$ cat config.mk
export PLATFORM = sky130hd
export DESIGN_NAME = quoted_string_unescaper_unit_flat
export DESIGN_NICKNAME = d
export VERILOG_FILES = /design/src/rtl/core/qsu_pkg.sv /design/src/rtl/core/qsu_req_if.sv /design/src/rtl/core/qsu_rsp_if.sv /design/src/rtl/core/qsu_decode.sv /design/src/rtl/core/qsu_rsp_queue.sv /design/src/rtl/core/quoted_string_unescaper_unit.sv /design/src/flat_wrapper.sv
export SDC_FILE = /design/constraint.sdc
export NUM_CORES = 1
export LEC_CHECK = 0
export BUFFER_PORTS_ARGS = -buffer_cell sky130_fd_sc_hd__buf_2
export CORE_MARGIN = 2
export CORE_UTILIZATION = 50
export CTS_CLUSTER_DIAMETER = 100
export CTS_CLUSTER_SIZE = 20
export DETAILED_ROUTE_END_ITERATION = 12
export GPL_TIMING_DRIVEN = 0
export HOLD_SLACK_MARGIN = 0.12
export MAX_ROUTING_LAYER = met4
export PLACE_DENSITY = 0.7
export SYNTH_ARGS = -nofsm -noshare
export SYNTH_HDL_FRONTEND = slang
export SYNTH_SLANG_ARGS = --single-unit
$ cat constraint.sdc
create_clock -name clock -period 5.1 [get_ports clock]
set_input_delay 0.51 -clock clock [delete_from_list [all_inputs] [get_ports clock]]
set_output_delay 0.51 -clock clock [all_outputs]
set_load 0.02 [all_outputs]
$ cat src/rtl/core/qsu_pkg.sv
// ----------------------------------------------------------------------------
// qsu_pkg: shared types, codes and helpers of the quoted string unescaper
// Character codes, result kinds, parser phases, state and result structs.
// ----------------------------------------------------------------------------
package qsu_pkg;

   localparam int COUNT_WIDTH = 16;
   localparam int QUEUE_DEPTH = 4;
   localparam int QCNT_WIDTH  = $clog2(QUEUE_DEPTH + 1);

   localparam logic [COUNT_WIDTH-1:0] COUNT_MAX = {COUNT_WIDTH{1'b1}};

   // result kinds
   localparam logic [1:0] KIND_BYTE = 2'd0;
   localparam logic [1:0] KIND_DONE = 2'd1;
   localparam logic [1:0] KIND_FAIL = 2'd2;

   // parser phases
   localparam logic [2:0] PH_SEEK = 3'd0;
   localparam logic [2:0] PH_BODY = 3'd1;
   localparam logic [2:0] PH_ESC  = 3'd2;
   localparam logic [2:0] PH_HEX0 = 3'd3;
   localparam logic [2:0] PH_HEX1 = 3'd4;
   localparam logic [2:0] PH_OCT  = 3'd5;

   // characters
   localparam logic [7:0] CH_QUOTE     = 8'h22;
   localparam logic [7:0] CH_BACKSLASH = 8'h5C;
   localparam logic [7:0] CH_SPACE     = 8'h20;
   localparam logic [7:0] CH_TAB       = 8'h09;
   localparam logic [7:0] CH_CR        = 8'h0D;
   localparam logic [7:0] CH_ZERO      = 8'h30;
   localparam logic [7:0] CH_SEVEN     = 8'h37;
   localparam logic [7:0] CH_NINE      = 8'h39;
   localparam logic [7:0] CH_UP_A      = 8'h41;
   localparam logic [7:0] CH_UP_F      = 8'h46;
   localparam logic [7:0] CH_LO_A      = 8'h61;
   localparam logic [7:0] CH_LO_B      = 8'h62;
   localparam logic [7:0] CH_LO_F      = 8'h66;
   localparam logic [7:0] CH_LO_N      = 8'h6E;
   localparam logic [7:0] CH_LO_R      = 8'h72;
   localparam logic [7:0] CH_LO_T      = 8'h74;
   localparam logic [7:0] CH_LO_V      = 8'h76;
   localparam logic [7:0] CH_LO_X      = 8'h78;

   // control codes produced by the simple escapes
   localparam logic [7:0] CODE_BELL = 8'h07;
   localparam logic [7:0] CODE_BS   = 8'h08;
   localparam logic [7:0] CODE_TAB  = 8'h09;
   localparam logic [7:0] CODE_LF   = 8'h0A;
   localparam logic [7:0] CODE_VT   = 8'h0B;
   localparam logic [7:0] CODE_FF   = 8'h0C;
   localparam logic [7:0] CODE_CR   = 8'h0D;

   typedef struct packed {
      logic [2:0]             phase;
      logic [8:0]             held_value;
      logic [1:0]             octal_digits;
      logic [COUNT_WIDTH-1:0] byte_counter;
   } state_type;

   typedef struct packed {
      logic [1:0]             kind;
      logic [7:0]             decoded_byte;
      logic [COUNT_WIDTH-1:0] consumed_count;
      logic                   run_last;
   } result_type;

   typedef struct packed {
      state_type  next_state;
      logic [1:0] count;
      result_type res1;
      result_type res0;
   } step_type;

   localparam state_type STATE_IDLE = '{
      phase:        PH_SEEK,
      held_value:   9'd0,
      octal_digits: 2'd0,
      byte_counter: '0
   };

   function automatic logic is_space(input logic [7:0] c);
      return (c == CH_SPACE) || ((c >= CH_TAB) && (c <= CH_CR));
   endfunction

   function automatic logic is_oct(input logic [7:0] c);
      return (c >= CH_ZERO) && (c <= CH_SEVEN);
   endfunction

   function automatic logic is_hex(input logic [7:0] c);
      return ((c >= CH_ZERO) && (c <= CH_NINE)) ||
             ((c >= CH_LO_A) && (c <= CH_LO_F)) ||
             ((c >= CH_UP_A) && (c <= CH_UP_F));
   endfunction

   // valid for hex digit characters only; letters have low nibble 1..6
   function automatic logic [3:0] hex_value(input logic [7:0] c);
      if (c <= CH_NINE) begin
         return c[3:0];
      end
      return c[3:0] + 4'd9;
   endfunction

   function automatic logic [7:0] simple_escape(input logic [7:0] c);
      logic [7:0] r;
      case (c)
         CH_LO_A: r = CODE_BELL;
         CH_LO_B: r = CODE_BS;
         CH_LO_N: r = CODE_LF;
         CH_LO_R: r = CODE_CR;
         CH_LO_F: r = CODE_FF;
         CH_LO_T: r = CODE_TAB;
         CH_LO_V: r = CODE_VT;
         default: r = c;
      endcase
      return r;
   endfunction

   function automatic result_type make_result(input logic [1:0] kind,
                                              input logic [7:0] value,
                                              input logic [COUNT_WIDTH-1:0] count);
      result_type r;
      r.kind           = kind;
      r.decoded_byte   = value;
      r.consumed_count = count;
      r.run_last       = 1'b0;
      return r;
   endfunction

endpackage

$ cat src/rtl/core/qsu_req_if.sv
// ----------------------------------------------------------------------------
// qsu_req_if: input channel of the quoted string unescaper
// One raw text byte per word, with a flag for the last byte of a buffer.
// ----------------------------------------------------------------------------
interface qsu_req_if;
   logic       valid;
   logic       ready;
   logic [7:0] text_byte;
   logic       buffer_end;

   modport source (output valid, output text_byte, output buffer_end, input ready);
   modport sink   (input valid, input text_byte, input buffer_end, output ready);
endinterface

$ cat src/rtl/core/qsu_rsp_if.sv
// ----------------------------------------------------------------------------
// qsu_rsp_if: result channel of the quoted string unescaper
// One decoded byte, completion or failure word per handshake.
// ----------------------------------------------------------------------------
interface qsu_rsp_if;
   logic                            valid;
   logic                            ready;
   logic [1:0]                      kind;
   logic [7:0]                      decoded_byte;
   logic [qsu_pkg::COUNT_WIDTH-1:0] consumed_count;
   logic                            run_last;

   modport source (output valid, output kind, output decoded_byte,
                   output consumed_count, output run_last, input ready);
   modport sink   (input valid, input kind, input decoded_byte,
                   input consumed_count, input run_last, output ready);
endinterface

$ cat src/rtl/core/qsu_decode.sv
// ----------------------------------------------------------------------------
// qsu_decode: per-byte parser step
// From the current state and one text byte, forms the next state and up to
// two result words.
// ----------------------------------------------------------------------------
module qsu_decode (
   input  qsu_pkg::state_type state,
   input  logic [7:0]         text_byte,
   input  logic               buffer_end,
   output qsu_pkg::step_type  step
);

   qsu_pkg::state_type                nx;
   qsu_pkg::result_type               res [2];
   logic [qsu_pkg::COUNT_WIDTH-1:0]   count_inc;
   logic [1:0]                        n;
   logic                              run_body;
   logic                              done;
   logic                              fail;
   logic [8:0]                        oct_acc;
   logic [1:0]                        oct_cnt;

   always_comb begin
      nx       = state;
      res[0]   = qsu_pkg::make_result(qsu_pkg::KIND_BYTE, 8'd0, '0);
      res[1]   = qsu_pkg::make_result(qsu_pkg::KIND_BYTE, 8'd0, '0);
      n        = 2'd0;
      run_body = 1'b0;
      done     = 1'b0;
      fail     = 1'b0;
      oct_acc  = {state.held_value[5:0], 3'b000} + {6'd0, text_byte[2:0]};
      oct_cnt  = state.octal_digits + 2'd1;

      count_inc = state.byte_counter;
      if (state.byte_counter != qsu_pkg::COUNT_MAX) begin
         count_inc = state.byte_counter + 1'b1;
      end
      nx.byte_counter = count_inc;

      unique case (state.phase)
         qsu_pkg::PH_SEEK: begin
            if (text_byte == qsu_pkg::CH_QUOTE) begin
               nx.phase = qsu_pkg::PH_BODY;
            end else if (!qsu_pkg::is_space(text_byte)) begin
               fail = 1'b1;
            end
         end
         qsu_pkg::PH_BODY: begin
            run_body = 1'b1;
         end
         qsu_pkg::PH_ESC: begin
            if (text_byte == qsu_pkg::CH_LO_X) begin
               nx.phase = qsu_pkg::PH_HEX0;
            end else if (qsu_pkg::is_oct(text_byte)) begin
               nx.held_value   = {6'd0, text_byte[2:0]};
               nx.octal_digits = 2'd1;
               nx.phase        = qsu_pkg::PH_OCT;
            end else begin
               res[0] = qsu_pkg::make_result(qsu_pkg::KIND_BYTE,
                                             qsu_pkg::simple_escape(text_byte), '0);
               n        = 2'd1;
               nx.phase = qsu_pkg::PH_BODY;
            end
         end
         qsu_pkg::PH_HEX0: begin
            if (qsu_pkg::is_hex(text_byte)) begin
               nx.held_value = {1'b0, text_byte};
               nx.phase      = qsu_pkg::PH_HEX1;
            end else begin
               nx.phase = qsu_pkg::PH_BODY;
               run_body = 1'b1;
            end
         end
         qsu_pkg::PH_HEX1: begin
            nx.phase = qsu_pkg::PH_BODY;
            n        = 2'd1;
            if (qsu_pkg::is_hex(text_byte)) begin
               res[0] = qsu_pkg::make_result(qsu_pkg::KIND_BYTE,
                           {qsu_pkg::hex_value(state.held_value[7:0]),
                            qsu_pkg::hex_value(text_byte)}, '0);
            end else begin
               // broken hex escape: the held digit goes out as plain text
               res[0]   = qsu_pkg::make_result(qsu_pkg::KIND_BYTE,
                                               state.held_value[7:0], '0);
               run_body = 1'b1;
            end
         end
         qsu_pkg::PH_OCT: begin
            if (qsu_pkg::is_oct(text_byte)) begin
               nx.held_value   = oct_acc;
               nx.octal_digits = oct_cnt;
               if (oct_cnt == 2'd3) begin
                  res[0]   = qsu_pkg::make_result(qsu_pkg::KIND_BYTE, oct_acc[7:0], '0);
                  n        = 2'd1;
                  nx.phase = qsu_pkg::PH_BODY;
               end
            end else begin
               res[0]   = qsu_pkg::make_result(qsu_pkg::KIND_BYTE,
                                               state.held_value[7:0], '0);
               n        = 2'd1;
               nx.phase = qsu_pkg::PH_BODY;
               run_body = 1'b1;
            end
         end
         default: begin
            fail = 1'b1;
         end
      endcase

      // plain body text, possibly after a flushed escape word
      if (run_body) begin
         if (text_byte == qsu_pkg::CH_QUOTE) begin
            res[n[0]] = qsu_pkg::make_result(qsu_pkg::KIND_DONE, 8'd0, count_inc);
            n         = n + 2'd1;
            done      = 1'b1;
         end else if (text_byte == qsu_pkg::CH_BACKSLASH) begin
            nx.phase = qsu_pkg::PH_ESC;
         end else begin
            res[n[0]] = qsu_pkg::make_result(qsu_pkg::KIND_BYTE, text_byte, '0);
            n         = n + 2'd1;
         end
      end

      if (fail || (buffer_end && !done)) begin
         res[0] = qsu_pkg::make_result(qsu_pkg::KIND_FAIL, 8'd0, '0);
         n      = 2'd1;
         done   = 1'b1;
      end

      if (done) begin
         nx = qsu_pkg::STATE_IDLE;
      end
      if (nx.phase == qsu_pkg::PH_BODY) begin
         nx.held_value   = 9'd0;
         nx.octal_digits = 2'd0;
      end

      if (n == 2'd1) begin
         res[0].run_last = 1'b1;
      end
      if (n == 2'd2) begin
         res[1].run_last = 1'b1;
      end

      step.next_state = nx;
      step.count      = n;
      step.res0       = res[0];
      step.res1       = res[1];
   end

endmodule

$ cat src/rtl/core/qsu_rsp_queue.sv
// ----------------------------------------------------------------------------
// qsu_rsp_queue: result word queue
// Shift queue: takes up to two words per cycle; sends one per cycle if ready.
// ----------------------------------------------------------------------------
module qsu_rsp_queue (
   input  logic               clock,
   input  logic               reset,
   input  logic               push_en,
   input  qsu_pkg::step_type  push_step,
   output logic               space_ok,
   qsu_rsp_if.source          rsp_chan
);

   qsu_pkg::result_type               word_ff [qsu_pkg::QUEUE_DEPTH];
   qsu_pkg::result_type               word_in [qsu_pkg::QUEUE_DEPTH];
   logic [qsu_pkg::QCNT_WIDTH-1:0]    cnt_ff;
   logic [qsu_pkg::QCNT_WIDTH-1:0]    cnt_in;
   logic [qsu_pkg::QCNT_WIDTH-1:0]    cnt_kept;
   logic [qsu_pkg::QCNT_WIDTH-1:0]    push_n;
   logic                              pop;

   assign pop      = rsp_chan.valid && rsp_chan.ready;
   assign push_n   = push_en ? {{(qsu_pkg::QCNT_WIDTH-2){1'b0}}, push_step.count} : '0;
   assign cnt_kept = cnt_ff - {{(qsu_pkg::QCNT_WIDTH-1){1'b0}}, pop};
   assign cnt_in   = cnt_kept + push_n;
   // room for a two-word item
   assign space_ok = (cnt_ff <= qsu_pkg::QCNT_WIDTH'(qsu_pkg::QUEUE_DEPTH - 2));

   always_comb begin
      for (int i = 0; i < qsu_pkg::QUEUE_DEPTH; i++) begin
         if (pop && (i < qsu_pkg::QUEUE_DEPTH - 1)) begin
            word_in[i] = word_ff[(i + 1) % qsu_pkg::QUEUE_DEPTH];
         end else begin
            word_in[i] = word_ff[i];
         end
         if ((push_n != '0) && (qsu_pkg::QCNT_WIDTH'(i) == cnt_kept)) begin
            word_in[i] = push_step.res0;
         end
         if ((push_n == qsu_pkg::QCNT_WIDTH'(2)) &&
             (qsu_pkg::QCNT_WIDTH'(i) == cnt_kept + 1'b1)) begin
            word_in[i] = push_step.res1;
         end
      end
   end

   always_ff @(posedge clock) begin
      word_ff <= word_in;
   end

   always_ff @(posedge clock) begin
      if (reset) begin
         cnt_ff <= '0;
      end else begin
         cnt_ff <= cnt_in;
      end
   end

   assign rsp_chan.valid          = (cnt_ff != '0);
   assign rsp_chan.kind           = word_ff[0].kind;
   assign rsp_chan.decoded_byte   = word_ff[0].decoded_byte;
   assign rsp_chan.consumed_count = word_ff[0].consumed_count;
   assign rsp_chan.run_last       = word_ff[0].run_last;

`ifndef SYNTH
   a_cnt_bound: assert property (@(posedge clock) disable iff (reset)
      cnt_ff <= qsu_pkg::QCNT_WIDTH'(qsu_pkg::QUEUE_DEPTH))
      else $error("result queue overflow");
`endif

endmodule

$ cat src/rtl/core/quoted_string_unescaper_unit.sv
// ----------------------------------------------------------------------------
// quoted_string_unescaper_unit: C-style quoted string decoder
// Decodes a byte per cycle unless stalled: string bytes, completion, failure.
// ----------------------------------------------------------------------------
// req_chan carries one raw byte per word with buffer_end marking the last
// byte of a buffer. rsp_chan returns words of kind decoded byte, string
// complete (with the saturated consumed count) or failure; run_last marks the
// last word caused by one input byte. A byte yields zero, one or two words.
// The combinational parser step feeds a four-word result queue, so a byte's
// words are registered into the queue at the edge that takes the byte.
// Throughput is one byte per cycle while each byte yields at most one word
// and rsp_chan stays ready; a byte that flushes an escape yields two words,
// and req_chan.ready drops while the queue holds more than two words.
// A stalled rsp_chan fills the queue and then holds req_chan off;
// no word is dropped. Reset empties the queue and returns the parser to
// skipping whitespace before an opening quote with a zero byte count.
// After a completion or failure the parser starts a fresh session.
// ----------------------------------------------------------------------------
module quoted_string_unescaper_unit (
   input  logic       clock,
   input  logic       reset,
   qsu_req_if.sink    req_chan,
   qsu_rsp_if.source  rsp_chan
);

   qsu_pkg::state_type state_ff;
   qsu_pkg::state_type state_in;
   qsu_pkg::step_type  step;
   logic               space_ok;
   logic               accept;

   assign req_chan.ready = space_ok;
   assign accept         = req_chan.valid && space_ok;

   qsu_decode u_decode (
      .state      (state_ff),
      .text_byte  (req_chan.text_byte),
      .buffer_end (req_chan.buffer_end),
      .step       (step)
   );

   assign state_in = accept ? step.next_state : state_ff;

   always_ff @(posedge clock) begin
      if (reset) begin
         state_ff <= qsu_pkg::STATE_IDLE;
      end else begin
         state_ff <= state_in;
      end
   end

   qsu_rsp_queue u_queue (
      .clock     (clock),
      .reset     (reset),
      .push_en   (accept),
      .push_step (step),
      .space_ok  (space_ok),
      .rsp_chan  (rsp_chan)
   );

`ifndef SYNTH
   a_end_restarts: assert property (@(posedge clock) disable iff (reset)
      accept && req_chan.buffer_end |=>
         state_ff.phase == qsu_pkg::PH_SEEK && state_ff.byte_counter == '0)
      else $error("buffer end did not restart the session");

   a_body_clear: assert property (@(posedge clock) disable iff (reset)
      state_ff.phase == qsu_pkg::PH_BODY |->
         state_ff.held_value == 9'd0 && state_ff.octal_digits == 2'd0)
      else $error("escape state left over in body");

   a_open_counted: assert property (@(posedge clock) disable iff (reset)
      state_ff.phase != qsu_pkg::PH_SEEK |-> state_ff.byte_counter != '0)
      else $error("open string with zero byte count");

   a_word_count: assert property (@(posedge clock) disable iff (reset)
      accept |-> step.count != 2'd3)
      else $error("more than two words for one byte");
`endif

endmodule

$ cat src/flat_wrapper.sv
// flat-port wrapper written by rule: the top's interface ports become plain ports
module quoted_string_unescaper_unit_flat 
  (clock, reset, req_chan_valid, req_chan_text_byte, req_chan_buffer_end, req_chan_ready, rsp_chan_valid, rsp_chan_kind, rsp_chan_decoded_byte, rsp_chan_consumed_count, rsp_chan_run_last, rsp_chan_ready);
  qsu_req_if req_chan_i ();
  qsu_rsp_if rsp_chan_i ();
  input  logic clock;
  input  logic reset;
  input wire logic [$bits(req_chan_i.valid)-1:0] req_chan_valid;
  input wire logic [$bits(req_chan_i.text_byte)-1:0] req_chan_text_byte;
  input wire logic [$bits(req_chan_i.buffer_end)-1:0] req_chan_buffer_end;
  output wire logic [$bits(req_chan_i.ready)-1:0] req_chan_ready;
  output wire logic [$bits(rsp_chan_i.valid)-1:0] rsp_chan_valid;
  output wire logic [$bits(rsp_chan_i.kind)-1:0] rsp_chan_kind;
  output wire logic [$bits(rsp_chan_i.decoded_byte)-1:0] rsp_chan_decoded_byte;
  output wire logic [$bits(rsp_chan_i.consumed_count)-1:0] rsp_chan_consumed_count;
  output wire logic [$bits(rsp_chan_i.run_last)-1:0] rsp_chan_run_last;
  input wire logic [$bits(rsp_chan_i.ready)-1:0] rsp_chan_ready;
  assign req_chan_i.valid = req_chan_valid;
  assign req_chan_i.text_byte = req_chan_text_byte;
  assign req_chan_i.buffer_end = req_chan_buffer_end;
  assign req_chan_ready = req_chan_i.ready;
  assign rsp_chan_valid = rsp_chan_i.valid;
  assign rsp_chan_kind = rsp_chan_i.kind;
  assign rsp_chan_decoded_byte = rsp_chan_i.decoded_byte;
  assign rsp_chan_consumed_count = rsp_chan_i.consumed_count;
  assign rsp_chan_run_last = rsp_chan_i.run_last;
  assign rsp_chan_i.ready = rsp_chan_ready;
  quoted_string_unescaper_unit u_core (.clock(clock), .reset(reset), .req_chan(req_chan_i), .rsp_chan(rsp_chan_i));
endmodule
==> results.md <==
- Port buffer count: 39
- Gr usage total: 24.9%
- CTS tree: built
- Post-CTS Setup Repair Bufs: 0
- Ant. Diodes: 0
- Max incr delay on CP: 0.45 ns
- Initial DRC count: 814
- Clock Sinks: 140
- First-pass GRT wire length: 34400 um
- Die footprint: 18300 um^2
- Total congestion overflow: 0
- Cells after DPL: 1109
- Fin nets: 935
- Worst-Skew Late Latency: 0.44 ns
- Class of the worst hold path: in -> reg
- Final Slew Violations: 0
- CP Capture Type: flip-flop
- Sequential element share of the synthesized area: 45.1%
- Register area: 3880 um^2
- Share of the synthesized area in the top cell type: 37.7%
- Worst Path Arrival: 4.82 ns
- Avg Inst Size Synth: 10.1 um^2
- Iteration count of the initial detailed-routing pass: 5
- Synth area leader: edfxtp_1
- Max Clk Rate: 211 MHz
- Final std cells w/o fill: 1139
- Bufs and invs on worst path: 5
- Num CTS Buffers: 17
- Most common cell on crit path: ha_1
- Asr flop ratio synth: 0%
- Final setup margin: 0.351 ns
- Initial antenna violation count: 0
- Pre-CTS WS: -0.894 ns
- Outcome: complete, no violations
- Drt wl/cell: 19.1 um
- Area growth from synthesis to layout: 13.1%
- Worst vdd ir: 0.000360 V
- Largest delay share family, worst path: simple AND/OR/NAND/NOR gates
- Vias in the first global route: 6411
- Placeable Area: 16700 um^2
- Mapped Area: 8610 um^2
- Max-slew headroom at the worst pin: 28.0%
- Row count: 47
- DRC: 0
- Final hold viol count: 0
- Setup Skew: 0.0107 ns
- Via density: 6.37
- Worst path cell trace: or3_1 > nand2_1 > inv_1 > ha_1 > ha_1 > clkbuf_1 > nor2_1 > ha_1 > inv_1 > nor2_1 > nand2_1 > a21oi_1 > nand4_1 > o21a_1 > buf_6 > buf_4 > nand2_2
- Initial Util: 51.6%
- Synth warn: 0
- CTS H-Tree Depth: 4
- Startpoint types: flip-flop
- Via count: 7255
- Final WL: 21800 um
- Antenna viol nets, final: 0
- Ports: 42
- Prevailing post-synth register cell: edfxtp_1
- #FFs+latches synth: 140
- Net Count, Synth: 878
- Critical-path top delay cell: nand2_2
- # hold bufs at CTS: 0
- Pin count of the biggest net entering global routing: 28
- Clock Tree Root: clkbuf_16
- Die Width: 135 um
- Syn Inst Count: 849
- Final period utilization: 93.1%
- Critical path peak fanout: 27
- Start point of the worst hold path: reset
- Filler Cells Inserted: 1447
- Area contributors post-synth: edfxtp_1, dfxtp_1, o2bb2ai_1
- Final worst path period need: 4.75 ns
- Clock buffer depth: 2
- Worst slew pin tran: 1.07 ns
- Power per cell area: 454 nW/um^2
- Max Cap Violations: 0
- Kind of critical path: reg -> reg
- EDFF count, synth: 108
- Unrepaired setup endpoints after global routing: no
- Final HPWL DP: 16000 um
- Pleak: 3.41 nW
- Die H: 135 um
- Placer Congestion: 0.912
- Synth cell types: 85
- Crit path launch: u_core.u_queue.cnt_ff[2]
- Clk slew on worst S/H paths: 0.06 ns
- Worst R2R Start: u_core.u_queue.cnt_ff[2]
- Setup violators final: 0
- CP Data Required Time: 5.17 ns
- Multi-input gate area: 4130 um^2
- Layout cells sized above 1: 17.2%
routing by layer:
layer | wire [um] | global-route usage, %
met2 | 9380 | 36.3
met5 | 0 | -
met3 | 1670 | 4.45
met4 | 423 | 7.29
met1 | 10300 | 35.8
synth_stat cells, types with 4 or more instances:
master and instances:
edfxtp_1 108, nand2_1 53, nor2_1 52, a21oi_1 36
clkbuf_1 35, o2bb2ai_1 33, dfxtp_1 32, o211ai_1 32
o21ai_0 32, buf_4 30, nand3_1 29, nor3_1 28
inv_1 24, o221ai_1 22, buf_2 17, mux2i_1 17
a22o_1 16, ha_1 15, nand4_1 15, a22oi_1 13
and3_1 12, xnor2_1 12, a32o_1 10, a31oi_1 9
nand2b_1 9, xor2_1 9, buf_6 7, nand3b_1 7
and2_1 6, nor2b_1 6, o22ai_1 6, a211oi_1 5
a32oi_1 5, nor3b_1 5, nor4_1 5, or2_2 5
or3_1 5, and3b_1 4, and4_1 4, buf_1 4
o211a_1 4, o21a_1 4, o21ai_1 4, o21bai_1 4
path summary, 6_finish.rpt:
path	end	slack, ns	cells past startpoint
max	u_core.u_queue.word_ff[49]	0.35	17
min	u_core.u_queue.cnt_ff[0]	0.46	2
max reg2reg	u_core.u_queue.word_ff[49]	0.35	17
min reg2reg	u_core.state_ff[17]	0.50	2
per-stage QoR:
stage	power (mW)	hold slack, ns	TNS (ns)	utilization, %	area (um^2)
floorplan	2.88	0.451	0	-	8610
global placement	3.15	0.472	-94.62	54.4	9080
detailed placement	3.19	0.486	-65.25	54.5	9100
CTS	4.44	0.457	0	58.4	9750
global route	4.64	0.481	0	58.3	9740
finish	4.42	0.465	0	58.3	9740
kinds of logic after synthesis:
group / count (synthesis) / synth area share [%]
flops: 140 / 45.1
xor+xnor: 21 / 2.14
simple gates: 260 / 16.1
fa+ha+maj: 16 / 2.41
mux: 18 / 2.11
compound gates: 274 / 24.7
buf+inv: 120 / 7.39
cells in the final DEF (no fill, tap or decap), types with 24 or more instances in the layout:
cell type    n
a21oi_1     36
buf_2       56
buf_4       30
clkbuf_1    33
dfxtp_1     32
edfxtp_1   108
inv_1       24
nand2_1     50
nand3_1     29
nor2_1      52
nor3_1      28
o211ai_1    32
o21ai_0     31
o2bb2ai_1   33
power by group:
part / internal (mW) / switching, mW
sequential: 1.76 / 0.0851
combinational: 0.545 / 0.784
clock: 0.667 / 0.584
total: 2.97 / 1.45
registers in the layout, summed over array words and instances (netlist names):
signal                                  flops
u_core.u_queue.word_ff                     81
u_core.state_ff                            29
u_core.u_queue.rsp_chan.consumed_count     16
u_core.u_queue.rsp_chan.decoded_byte        8
u_core.u_queue.cnt_ff                       3
u_core.u_queue.rsp_chan.kind                2
u_core.u_queue.rsp_chan.run_last            1
layout make-up:
cell class,instances,share of cell area (%)
inverter,27,1.04
sequential,140,39.9
timing repair buffer,40,2.16
tap,220,2.83
clock inverter,15,1.91
buffer,91,5.42
clock buffer,17,4.37
multi-input combinational,589,42.4
worst register-to-register path, cell delays in order, from the launching register on:
cell and delay (ns):
dfxtp_1 0.33, or3_1 0.42, nand2_1 0.28, inv_1 0.12, ha_1 0.20, ha_1 0.27, clkbuf_1 0.35, nor2_1 0.09
ha_1 0.36, inv_1 0.11, nor2_1 0.40, nand2_1 0.13, a21oi_1 0.21, nand4_1 0.17, o21a_1 0.18, buf_6 0.13
buf_4 0.17, nand2_2 0.45
what timing repair did:
action                                  CTS  global route
resized for setup                         7             2
pin swaps                                 0             0
endpoints found under the setup margin   81            85
No activity file was read; power rests on OpenSTA's default activity.
